[config.mk]
export PLATFORM = sky130hd
export DESIGN_NAME = one_wire_bus_master_unit
export DESIGN_NICKNAME = d
export VERILOG_FILES = /design/src/owbm_pkg.sv /design/src/one_wire_bus_master_unit.sv /design/src/owbm_regs.sv /design/src/owbm_crc.sv
export SDC_FILE = /design/constraint.sdc
export NUM_CORES = 1
export LEC_CHECK = 0
export BUFFER_PORTS_ARGS = -buffer_cell sky130_fd_sc_hd__buf_4
export CORE_AREA = 2 2 129 131
export CTS_BUF_LIST = sky130_fd_sc_hd__clkbuf_8
export DETAILED_ROUTE_END_ITERATION = 10
export DIE_AREA = 0 0 131 133
export PLACE_DENSITY = 0.94
export SLEW_MARGIN = 10
export SYNTH_ARGS = -nofsm -noshare
export SYNTH_HDL_FRONTEND = slang
export SYNTH_HIERARCHICAL = 1
export SYNTH_SLANG_ARGS = --single-unit
[constraint.sdc]
create_clock -name clk -period 6.06 [get_ports clk]
set_input_delay 0.303 -clock clk [delete_from_list [all_inputs] [get_ports clk]]
set_output_delay 0.303 -clock clk [all_outputs]
set_load 0.1 [all_outputs]
[src/owbm_pkg.sv]
// ----------------------------------------------------------------------------
// owbm_pkg
// Shared types and constants of the 1-Wire bus master: command codes,
// register map and timing defaults.
// ----------------------------------------------------------------------------
`default_nettype none

package owbm_pkg;

  localparam int TIMER_BITS_DEF = 10;

  // command codes
  localparam logic [2:0] OP_NONE      = 3'd0;
  localparam logic [2:0] OP_RESET     = 3'd1;
  localparam logic [2:0] OP_WRITE     = 3'd2;
  localparam logic [2:0] OP_READ      = 3'd3;
  localparam logic [2:0] OP_CRC_FEED  = 3'd4;
  localparam logic [2:0] OP_CRC_CLEAR = 3'd5;

  // register indexes (byte address = 4 * index)
  localparam int          ADDR_BITS = 5;
  localparam logic [2:0] REG_RESET_LOW   = 3'd0;
  localparam logic [2:0] REG_PRES_WAIT   = 3'd1;
  localparam logic [2:0] REG_RESET_TAIL  = 3'd2;
  localparam logic [2:0] REG_SLOT_LEN    = 3'd3;
  localparam logic [2:0] REG_WR1_LOW     = 3'd4;
  localparam logic [2:0] REG_WR0_LOW     = 3'd5;
  localparam logic [2:0] REG_RD_LOW      = 3'd6;
  localparam logic [2:0] REG_RD_SAMPLE   = 3'd7;

  // timing defaults in microseconds
  localparam logic [9:0] RESET_LOW_DEF  = 10'd500;
  localparam logic [9:0] PRES_WAIT_DEF  = 10'd70;
  localparam logic [9:0] RESET_TAIL_DEF = 10'd430;
  localparam logic [7:0] SLOT_LEN_DEF   = 8'd65;
  localparam logic [7:0] WR1_LOW_DEF    = 8'd15;
  localparam logic [7:0] WR0_LOW_DEF    = 8'd60;
  localparam logic [7:0] RD_LOW_DEF     = 8'd5;
  localparam logic [7:0] RD_SAMPLE_DEF  = 8'd10;

  // Dallas/Maxim CRC8, reflected polynomial x^8+x^5+x^4+1
  localparam logic [7:0] CRC_POLY = 8'h8C;

  typedef struct packed {
    logic [9:0] reset_low_time;
    logic [9:0] presence_wait_time;
    logic [9:0] reset_tail_time;
    logic [7:0] slot_length;
    logic [7:0] write_one_low_time;
    logic [7:0] write_zero_low_time;
    logic [7:0] read_low_time;
    logic [7:0] read_sample_time;
  } cfg_t;

  typedef struct packed {
    logic       feed;
    logic       clear;
    logic [7:0] data;
  } crc_cmd_t;

endpackage

`default_nettype wire

[src/one_wire_bus_master_unit.sv]
// ----------------------------------------------------------------------------
// one_wire_bus_master_unit
// 1-Wire bus master paced by a microsecond tick beat, with Dallas CRC8.
//
//   channel | direction | handshake           | payload
//   --------+-----------+---------------------+-----------------------------------
//   in      | sink      | in_valid / in_stall | operation, write_data, bus_level
//   out     | source    | out_valid/out_stall | bus_pull_low, busy_res, done_res,
//           |           |                     | presence, read_data, crc_value
//   apb     | slave     | psel/penable/pready | paddr, pwdata, prdata
//
// One tick beat is taken per clock while in_stall is low; its result appears in
// the output register the cycle after. The tick's sequencer update is one level
// of counter compare plus the byte-wide CRC step. in_stall rises only while the
// output register holds a beat that the sink stalls. Synchronous reset returns the
// sequencer to idle and the timing registers to their defaults.
// ----------------------------------------------------------------------------
`default_nettype none

module one_wire_bus_master_unit #(
  parameter int TIMER_BITS = owbm_pkg::TIMER_BITS_DEF
) (
  input  wire logic                           clk,
  input  wire logic                           rst,
  // tick input
  input  wire logic                           in_valid,
  output logic                                in_stall,
  input  wire logic [2:0]                     operation,
  input  wire logic [7:0]                     write_data,
  input  wire logic                           bus_level,
  // result output
  output logic                                out_valid,
  input  wire logic                           out_stall,
  output logic                                bus_pull_low,
  output logic                                busy_res,
  output logic                                done_res,
  output logic                                presence,
  output logic [7:0]                          read_data,
  output logic [7:0]                          crc_value,
  // configuration
  input  wire logic                           psel,
  input  wire logic                           penable,
  input  wire logic                           pwrite,
  input  wire logic [owbm_pkg::ADDR_BITS-1:0] paddr,
  input  wire logic [31:0]                    pwdata,
  output logic      [31:0]                    prdata,
  output logic                                pready
);

  localparam logic [2:0] PH_IDLE     = 3'd0;
  localparam logic [2:0] PH_RST_LOW  = 3'd1;
  localparam logic [2:0] PH_RST_WAIT = 3'd2;
  localparam logic [2:0] PH_RST_TAIL = 3'd3;
  localparam logic [2:0] PH_WRITE    = 3'd4;
  localparam logic [2:0] PH_READ     = 3'd5;

  localparam int TW = TIMER_BITS + 1;

  owbm_pkg::cfg_t     cfg;
  owbm_pkg::crc_cmd_t crc_cmd;
  logic [7:0]         crc;
  logic [7:0]         crc_next;

  logic                  accept;
  logic [2:0]            phase, phase_next;
  logic [TIMER_BITS-1:0] slot_timer, slot_timer_next;
  logic [2:0]            bit_index, bit_index_next;
  logic [7:0]            shift_byte, shift_byte_next;
  logic                  presence_flag, presence_flag_next;
  logic [7:0]            last_read, last_read_next;
  logic                  pull, busy, done;

  logic [TW-1:0]         timer_inc;
  logic [9:0]            rst_low_lim, rst_tail_lim;
  logic [7:0]            slot, samp, low_t;
  logic                  slot_last;

  owbm_regs u_regs (
    .clk     (clk),
    .rst     (rst),
    .psel    (psel),
    .penable (penable),
    .pwrite  (pwrite),
    .paddr   (paddr),
    .pwdata  (pwdata),
    .prdata  (prdata),
    .pready  (pready),
    .cfg     (cfg)
  );

  assign crc_cmd.feed  = accept && (phase == PH_IDLE) && (operation == owbm_pkg::OP_CRC_FEED);
  assign crc_cmd.clear = accept && (phase == PH_IDLE) && (operation == owbm_pkg::OP_CRC_CLEAR);
  assign crc_cmd.data  = write_data;

  owbm_crc u_crc (
    .clk      (clk),
    .rst      (rst),
    .cmd      (crc_cmd),
    .crc      (crc),
    .crc_next (crc_next)
  );

  assign in_stall = out_valid && out_stall;
  assign accept   = in_valid && !in_stall;

  // zero reset-low, reset-tail and slot lengths count as one tick
  assign rst_low_lim  = (cfg.reset_low_time  == 10'd0) ? 10'd1 : cfg.reset_low_time;
  assign rst_tail_lim = (cfg.reset_tail_time == 10'd0) ? 10'd1 : cfg.reset_tail_time;
  assign slot         = (cfg.slot_length     == 8'd0)  ? 8'd1  : cfg.slot_length;
  assign samp         = (cfg.read_sample_time < slot) ? cfg.read_sample_time : slot - 8'd1;

  always_comb begin
    phase_next         = phase;
    slot_timer_next    = slot_timer;
    bit_index_next     = bit_index;
    shift_byte_next    = shift_byte;
    presence_flag_next = presence_flag;
    last_read_next     = last_read;
    pull               = 1'b0;
    busy               = 1'b0;
    done               = 1'b0;
    low_t              = 8'd0;
    slot_last          = 1'b0;
    timer_inc          = '0;

    // command start, only when idle
    if (phase == PH_IDLE) begin
      unique case (operation) inside
        owbm_pkg::OP_RESET: begin
          phase_next      = PH_RST_LOW;
          slot_timer_next = '0;
        end
        owbm_pkg::OP_WRITE: begin
          phase_next      = PH_WRITE;
          shift_byte_next = write_data;
          bit_index_next  = 3'd0;
          slot_timer_next = '0;
        end
        owbm_pkg::OP_READ: begin
          phase_next      = PH_READ;
          shift_byte_next = 8'd0;
          bit_index_next  = 3'd0;
          slot_timer_next = '0;
        end
        owbm_pkg::OP_CRC_FEED, owbm_pkg::OP_CRC_CLEAR: begin
          done = 1'b1;
        end
        default: begin
        end
      endcase
    end

    timer_inc = {1'b0, slot_timer_next} + TW'(1);
    slot_last = timer_inc >= TW'(slot);

    if (phase_next != PH_IDLE) begin
      busy = 1'b1;
      unique case (phase_next)
        PH_RST_LOW: begin
          pull = 1'b1;
          if (timer_inc >= TW'(rst_low_lim)) begin
            phase_next      = PH_RST_WAIT;
            slot_timer_next = '0;
          end else begin
            slot_timer_next = timer_inc[TIMER_BITS-1:0];
          end
        end
        PH_RST_WAIT: begin
          if (slot_timer_next >= TIMER_BITS'(cfg.presence_wait_time)) begin
            slot_timer_next = '0;
            if (!bus_level) begin
              presence_flag_next = 1'b1;
              phase_next         = PH_RST_TAIL;
            end else begin
              presence_flag_next = 1'b0;
              phase_next         = PH_IDLE;
              done               = 1'b1;
            end
          end else begin
            slot_timer_next = timer_inc[TIMER_BITS-1:0];
          end
        end
        PH_RST_TAIL: begin
          if (timer_inc >= TW'(rst_tail_lim)) begin
            slot_timer_next = '0;
            phase_next      = PH_IDLE;
            done            = 1'b1;
          end else begin
            slot_timer_next = timer_inc[TIMER_BITS-1:0];
          end
        end
        PH_WRITE: begin
          low_t = shift_byte_next[bit_index_next] ? cfg.write_one_low_time
                                                  : cfg.write_zero_low_time;
          pull  = slot_timer_next < TIMER_BITS'(low_t);
        end
        default: begin
          pull = slot_timer_next < TIMER_BITS'(cfg.read_low_time);
          if (slot_timer_next == TIMER_BITS'(samp)) begin
            shift_byte_next[bit_index_next] = bus_level;
          end
        end
      endcase

      // shared slot end for write and read
      if (phase_next == PH_WRITE || phase_next == PH_READ) begin
        if (slot_last) begin
          slot_timer_next = '0;
          if (bit_index_next == 3'd7) begin
            bit_index_next = 3'd0;
            if (phase_next == PH_READ) begin
              last_read_next = shift_byte_next;
            end
            phase_next = PH_IDLE;
            done       = 1'b1;
          end else begin
            bit_index_next = bit_index_next + 3'd1;
          end
        end else begin
          slot_timer_next = timer_inc[TIMER_BITS-1:0];
        end
      end
    end
  end

  always_ff @(posedge clk) begin
    if (rst) begin
      phase         <= PH_IDLE;
      slot_timer    <= '0;
      bit_index     <= 3'd0;
      shift_byte    <= 8'd0;
      presence_flag <= 1'b0;
      last_read     <= 8'd0;
      out_valid     <= 1'b0;
    end else begin
      if (accept) begin
        phase         <= phase_next;
        slot_timer    <= slot_timer_next;
        bit_index     <= bit_index_next;
        shift_byte    <= shift_byte_next;
        presence_flag <= presence_flag_next;
        last_read     <= last_read_next;
        out_valid     <= 1'b1;
      end else if (!out_stall) begin
        out_valid <= 1'b0;
      end
    end
  end

  // result register, payload only
  always_ff @(posedge clk) begin
    if (accept) begin
      bus_pull_low <= pull;
      busy_res     <= busy;
      done_res     <= done;
      presence     <= presence_flag_next;
      read_data    <= last_read_next;
      crc_value    <= crc_next;
    end
  end

endmodule

`default_nettype wire

[src/owbm_regs.sv]
// ----------------------------------------------------------------------------
// owbm_regs
// APB register file holding the bus timing values.
// ----------------------------------------------------------------------------
`default_nettype none

module owbm_regs (
  input  wire logic                           clk,
  input  wire logic                           rst,
  input  wire logic                           psel,
  input  wire logic                           penable,
  input  wire logic                           pwrite,
  input  wire logic [owbm_pkg::ADDR_BITS-1:0] paddr,
  input  wire logic [31:0]                    pwdata,
  output logic      [31:0]                    prdata,
  output logic                                pready,
  output owbm_pkg::cfg_t                      cfg
);

  logic       wr_en;
  logic [2:0] idx;

  assign pready = 1'b1;
  assign wr_en  = psel && penable && pwrite;
  assign idx    = paddr[4:2];

  always_ff @(posedge clk) begin
    if (rst) begin
      cfg.reset_low_time      <= owbm_pkg::RESET_LOW_DEF;
      cfg.presence_wait_time  <= owbm_pkg::PRES_WAIT_DEF;
      cfg.reset_tail_time     <= owbm_pkg::RESET_TAIL_DEF;
      cfg.slot_length         <= owbm_pkg::SLOT_LEN_DEF;
      cfg.write_one_low_time  <= owbm_pkg::WR1_LOW_DEF;
      cfg.write_zero_low_time <= owbm_pkg::WR0_LOW_DEF;
      cfg.read_low_time       <= owbm_pkg::RD_LOW_DEF;
      cfg.read_sample_time    <= owbm_pkg::RD_SAMPLE_DEF;
    end else if (wr_en) begin
      unique case (idx)
        owbm_pkg::REG_RESET_LOW:  cfg.reset_low_time      <= pwdata[9:0];
        owbm_pkg::REG_PRES_WAIT:  cfg.presence_wait_time  <= pwdata[9:0];
        owbm_pkg::REG_RESET_TAIL: cfg.reset_tail_time     <= pwdata[9:0];
        owbm_pkg::REG_SLOT_LEN:   cfg.slot_length         <= pwdata[7:0];
        owbm_pkg::REG_WR1_LOW:    cfg.write_one_low_time  <= pwdata[7:0];
        owbm_pkg::REG_WR0_LOW:    cfg.write_zero_low_time <= pwdata[7:0];
        owbm_pkg::REG_RD_LOW:     cfg.read_low_time       <= pwdata[7:0];
        owbm_pkg::REG_RD_SAMPLE:  cfg.read_sample_time    <= pwdata[7:0];
        default:                  cfg.reset_low_time      <= pwdata[9:0];
      endcase
    end
  end

  always_comb begin
    unique case (idx)
      owbm_pkg::REG_RESET_LOW:  prdata = {22'd0, cfg.reset_low_time};
      owbm_pkg::REG_PRES_WAIT:  prdata = {22'd0, cfg.presence_wait_time};
      owbm_pkg::REG_RESET_TAIL: prdata = {22'd0, cfg.reset_tail_time};
      owbm_pkg::REG_SLOT_LEN:   prdata = {24'd0, cfg.slot_length};
      owbm_pkg::REG_WR1_LOW:    prdata = {24'd0, cfg.write_one_low_time};
      owbm_pkg::REG_WR0_LOW:    prdata = {24'd0, cfg.write_zero_low_time};
      owbm_pkg::REG_RD_LOW:     prdata = {24'd0, cfg.read_low_time};
      owbm_pkg::REG_RD_SAMPLE:  prdata = {24'd0, cfg.read_sample_time};
      default:                  prdata = 32'd0;
    endcase
  end

endmodule

`default_nettype wire

[src/owbm_crc.sv]
// ----------------------------------------------------------------------------
// owbm_crc
// Dallas CRC8 register: byte-wide feed or clear, one byte per beat.
// ----------------------------------------------------------------------------
`default_nettype none

module owbm_crc (
  input  wire logic               clk,
  input  wire logic               rst,
  input  wire owbm_pkg::crc_cmd_t cmd,
  output logic [7:0]              crc,
  output logic [7:0]              crc_next
);

  function automatic logic [7:0] crc8_byte(input logic [7:0] c_in, input logic [7:0] d_in);
    logic [7:0] c;
    logic [7:0] d;
    logic       mix;
    c = c_in;
    d = d_in;
    for (int i = 0; i < 8; i++) begin
      mix = c[0] ^ d[0];
      c   = c >> 1;
      if (mix) begin
        c = c ^ owbm_pkg::CRC_POLY;
      end
      d = d >> 1;
    end
    return c;
  endfunction

  always_comb begin
    if (cmd.clear) begin
      crc_next = 8'd0;
    end else if (cmd.feed) begin
      crc_next = crc8_byte(crc, cmd.data);
    end else begin
      crc_next = crc;
    end
  end

  always_ff @(posedge clk) begin
    if (rst) begin
      crc <= 8'd0;
    end else begin
      crc <= crc_next;
    end
  end

endmodule

`default_nettype wire

==> Implementation_results.wiki <==
{| class="wikitable"
! Metric !! Value
|-
| Max stage delay cell, worst path || o21ai_0
|-
| Post-synthesis share of cell area spent on and, or, nand and nor gates || 0.245
|-
| Number of buffers inserted by post-CTS setup repair || 0
|-
| Power Internal || 1.38 mW
|-
| Highest fanout seen on the critical path || 10
|-
| Critical path type || reg -> reg
|-
| Leakage component of the power || 4.33 nW
|-
| Worst Hold Margin || 0.0522 ns
|-
| Half-perimeter wire length after placement || 20300 um
|-
| ANT nets after route || 0
|-
| Number of top-level pins || 111
|-
| Number of gates on the worst path with buffers counted || 18
|-
| Maximum buffer depth of the clock tree || 2
|-
| Run status || finished clean
|-
| Final layout net count || 1374
|-
| Upper clock frequency limit || 182 MHz
|-
| Total number of clock tree sinks || 132
|-
| Proportion of synthesized flip-flops having asynchronous set or reset || 0
|-
| Part of the power in combinational logic || 0.241
|-
| Die Height || 133 um
|-
| TritonCTS clock tree || done
|-
| Final Non-Filler Cells || 1497
|-
| Depth of the CTS H-tree || 4
|-
| Routability-driven placement congestion ratio || 0.981
|-
| Post-CTS resize count || 0
|-
| Cell area after placement || 10300 um^2
|-
| Biggest cell delay along the critical path || 0.55 ns
|-
| Combinational family with the most area after synthesis || simple AND/OR/NAND/NOR gates
|-
| Most common library cell in the layout ignoring fill and taps || nand2_1
|-
| Post-synthesis xor/xnor area fraction || 0.0392
|-
| DRC Markers || 0
|-
| DIE WIDTH || 131 um
|-
| Fill cells || 1292
|-
| Number of global-route vias before repair || 9092
|-
| TNS Setup || 0 ns
|-
| Synthesized flop and latch total || 132
|-
| Initial Util || 0.607
|-
| Register share of total power || 0.422
|-
| Syn-to-layout area delta || 8.31%
|-
| Type of destination of the critical path || flop
|-
| Kind of start point of the critical path || flop
|-
| Number of standard cells after synthesis || 1244
|-
| Ratio of cells with drive above 1 in the final layout || 0.125
|-
| Critical path cell sequence || or3_1 -> o21ai_0 -> inv_1 -> ha_1 -> nand3_1 -> nor2_1 -> xnor2_1 -> nor2_1 -> ha_1 -> nand4_1 -> a31oi_1 -> a2111oi_0 -> buf_4 -> maj3_1 -> o2111a_1 -> nor3_2 -> a21oi_1 -> a211o_1
|-
| Proportion of power drawn by the clock network || 0.337
|-
| Hold Crit Depth || 3
|-
| Worst skew pair latency || 0.49 ns
|-
| Number of placed cells counting well taps || 1465
|-
| Depth of the most critical reg-to-reg path || 18
|-
| Complex-gate fraction of the synthesized area || 0.217
|-
| GRT Resource Usage Total || 0.330
|-
| Via total after detailed routing || 9846
|-
| Post-synthesis cell type count || 89
|-
| Standard-cell rows || 47
|-
| Routed length per instance || 19.1 um
|-
| RSZ-0062 raised after global routing || false
|-
| Per-instance average area after synthesis || 7.90 um^2
|-
| Net switching power || 0.810 mW
|-
| Share of cell area taken by muxes after synthesis || 0.0492
|-
| Number of enable flip-flop cells after synthesis || 20
|-
| Final Hold Violating Endpoints || 0
|-
| PD cells || 206 nW/um^2
|-
| Required time of the critical path || 6.43 ns
|-
| # diodes || 0
|-
| DRC marker count from the first detailed-route iteration || 1310
|-
| Pre-CTS WS || 0.634 ns
|-
| Tightest Pin Transition || 1.04 ns
|-
| Share of the core filled with cells || 0.658
|-
| Final Power || 2.19 mW
|-
| Antenna violations before repair || 0
|-
| Number of buffers created by CTS || 17
|-
| Floorplan core area || 16200 um^2
|-
| First-pass DRT Iterations || 6
|-
| Post-route cell area || 10600 um^2
|-
| Primary FF master, synth || dfxtp_1
|-
| Total grt overflow || 0
|-
| Clock slew seen by the registers of the worst setup and hold paths || 0.09 ns
|-
| First-pass GRT wire length || 45600 um
|-
| Number of max-slew violations in the final report || 0
|-
| Pin count of the biggest net entering global routing || 99
|-
| WP data arrival || 5.87 ns
|-
| HP Class || in -> reg
|-
| Buffer cell driving the clock tree root || clkbuf_8
|-
| Worst setup margin || 0.563 ns
|-
| Cell area after synthesis || 9820 um^2
|-
| Remaining max-slew budget at the tightest pin || 0.304
|-
| Switching Fraction || 0.369
|-
| Die area || 17400 um^2
|-
| Cell family with most CP delay || compound AO/OA/AOI/OAI gates
|-
| Share of synthesized area occupied by flip-flops and latches || 0.289
|-
| Worst clock skew || 0.0173 ns
|-
| Setup-violating endpoint count in the final report || 0
|-
| Synth Warn # || 6
|-
| Quantity of I/O buffers inserted on ports || 63
|-
| Synth Area in Adders || 0.0739
|-
| Total routed wirelength || 28500 um
|-
| Total of hold buffers inserted after clock tree synthesis || 0
|-
| Min Tclk post-route || 5.50 ns
|-
| Max Cap Viol || 0
|-
| Commonest cells after routing, fill and taps aside || nand2_1 (145), dfxtp_1 (112), nor2_1 (104)
|-
| Fin crit share || 0.907
|-
| Peak supply drop || 0.161 mV
|-
| Number of buffer and inverter stages on the critical path || 2
|-
| Routed via count divided by cell count || 6.58
|}
==> cells by family (layout without fill, tap and decap cells) <==
logic type | after synthesis | after routing
xor+xnor | 35 | 35
fa+ha+maj | 59 | 59
other cells | 2 | 23
compound gates | 320 | 320
buf+inv | 184 | 196
flops | 132 | 132
mux | 45 | 45
simple gates | 467 | 467
==> worst reg2reg max path, stage by stage (launching register included) <==
cell and delay (ns):
dfxtp_1 0.31, or3_1 0.46, o21ai_0 0.55, inv_1 0.13, ha_1 0.32, nand3_1 0.29, nor2_1 0.12, xnor2_1 0.35
nor2_1 0.13, ha_1 0.32, nand4_1 0.09, a31oi_1 0.17, a2111oi_0 0.09, buf_4 0.16, maj3_1 0.34, o2111a_1 0.32
nor3_2 0.50, a21oi_1 0.36, a211o_1 0.38
==> Yosys cell counts, types with 18 or more instances <==
cell type  number  area [um^2]
a21oi_1        85          425
edfxtp_1       20          601
nand2_1       145          544
nor3_1         22          110
nand3_1        36          180
clkbuf_1       42          158
nand3b_1       24          180
buf_2          21          105
xnor2_1        21          184
mux2i_1        34          340
buf_4          26          195
or4_1          18          135
inv_1          83          312
ha_1           54          676
o21ai_0        76          380
dfxtp_1       112         2240
nor2_1        104          390
==> sequential cells by signal, summed over array words and instances, names as in the netlist, 3 cells and up <==
| signal | cells |
|---|---|
| u_regs/cfg | 70 |
| slot_timer | 10 |
| crc_value | 8 |
| last_read | 8 |
| read_data | 8 |
| shift_byte | 8 |
| u_crc/crc | 8 |
| bit_index | 3 |
| phase | 3 |
==> power by group through the flow <==
stage	sequential (mW)	combinational, mW	clock, mW
detailed placement	0.945	0.515	0
global placement	0.944	0.506	0
finish	0.926	0.529	0.739
CTS	0.925	0.517	0.738
global route	0.928	0.556	0.775
floorplan	0.999	0.357	0
==> cell type report <==
class | instances | area, um^2 | share of cell area
Timing Repair Buffer | 78 | 586 | 0.0550
Tap cell | 220 | 275 | 0.0259
Inverter | 86 | 323 | 0.0303
Clock inverter | 15 | 145 | 0.0136
Clock buffer | 17 | 234 | 0.0220
Multi-Input combinational cell | 949 | 6230 | 0.586
Sequential cell | 132 | 2840 | 0.267
==> final timing paths <==
kind / from / end / slack (ns)
hold / removal: pwdata[8] / u_regs/cfg[68]$_SDFFE_PP1P_ / 0.05
setup / recovery: phase[0]$_SDFFE_PP0P_ / last_read[2]$_SDFFE_PP0P_ / 0.56
hold reg to reg: last_read[1]$_SDFFE_PP0P_ / last_read[1]$_SDFFE_PP0P_ / 0.47
setup reg to reg: phase[0]$_SDFFE_PP0P_ / last_read[2]$_SDFFE_PP0P_ / 0.56
==> metal layers <==
layer	GRT usage	wire length [um]	vias to the layer above
met3	0.0627	2880	135
met5	0	0	-
met1	0.429	11000	4513
li1	-	-	4486
met2	0.515	13200	712
met4	0.178	1420	0
No activity file was read; power rests on OpenSTA's default activity.
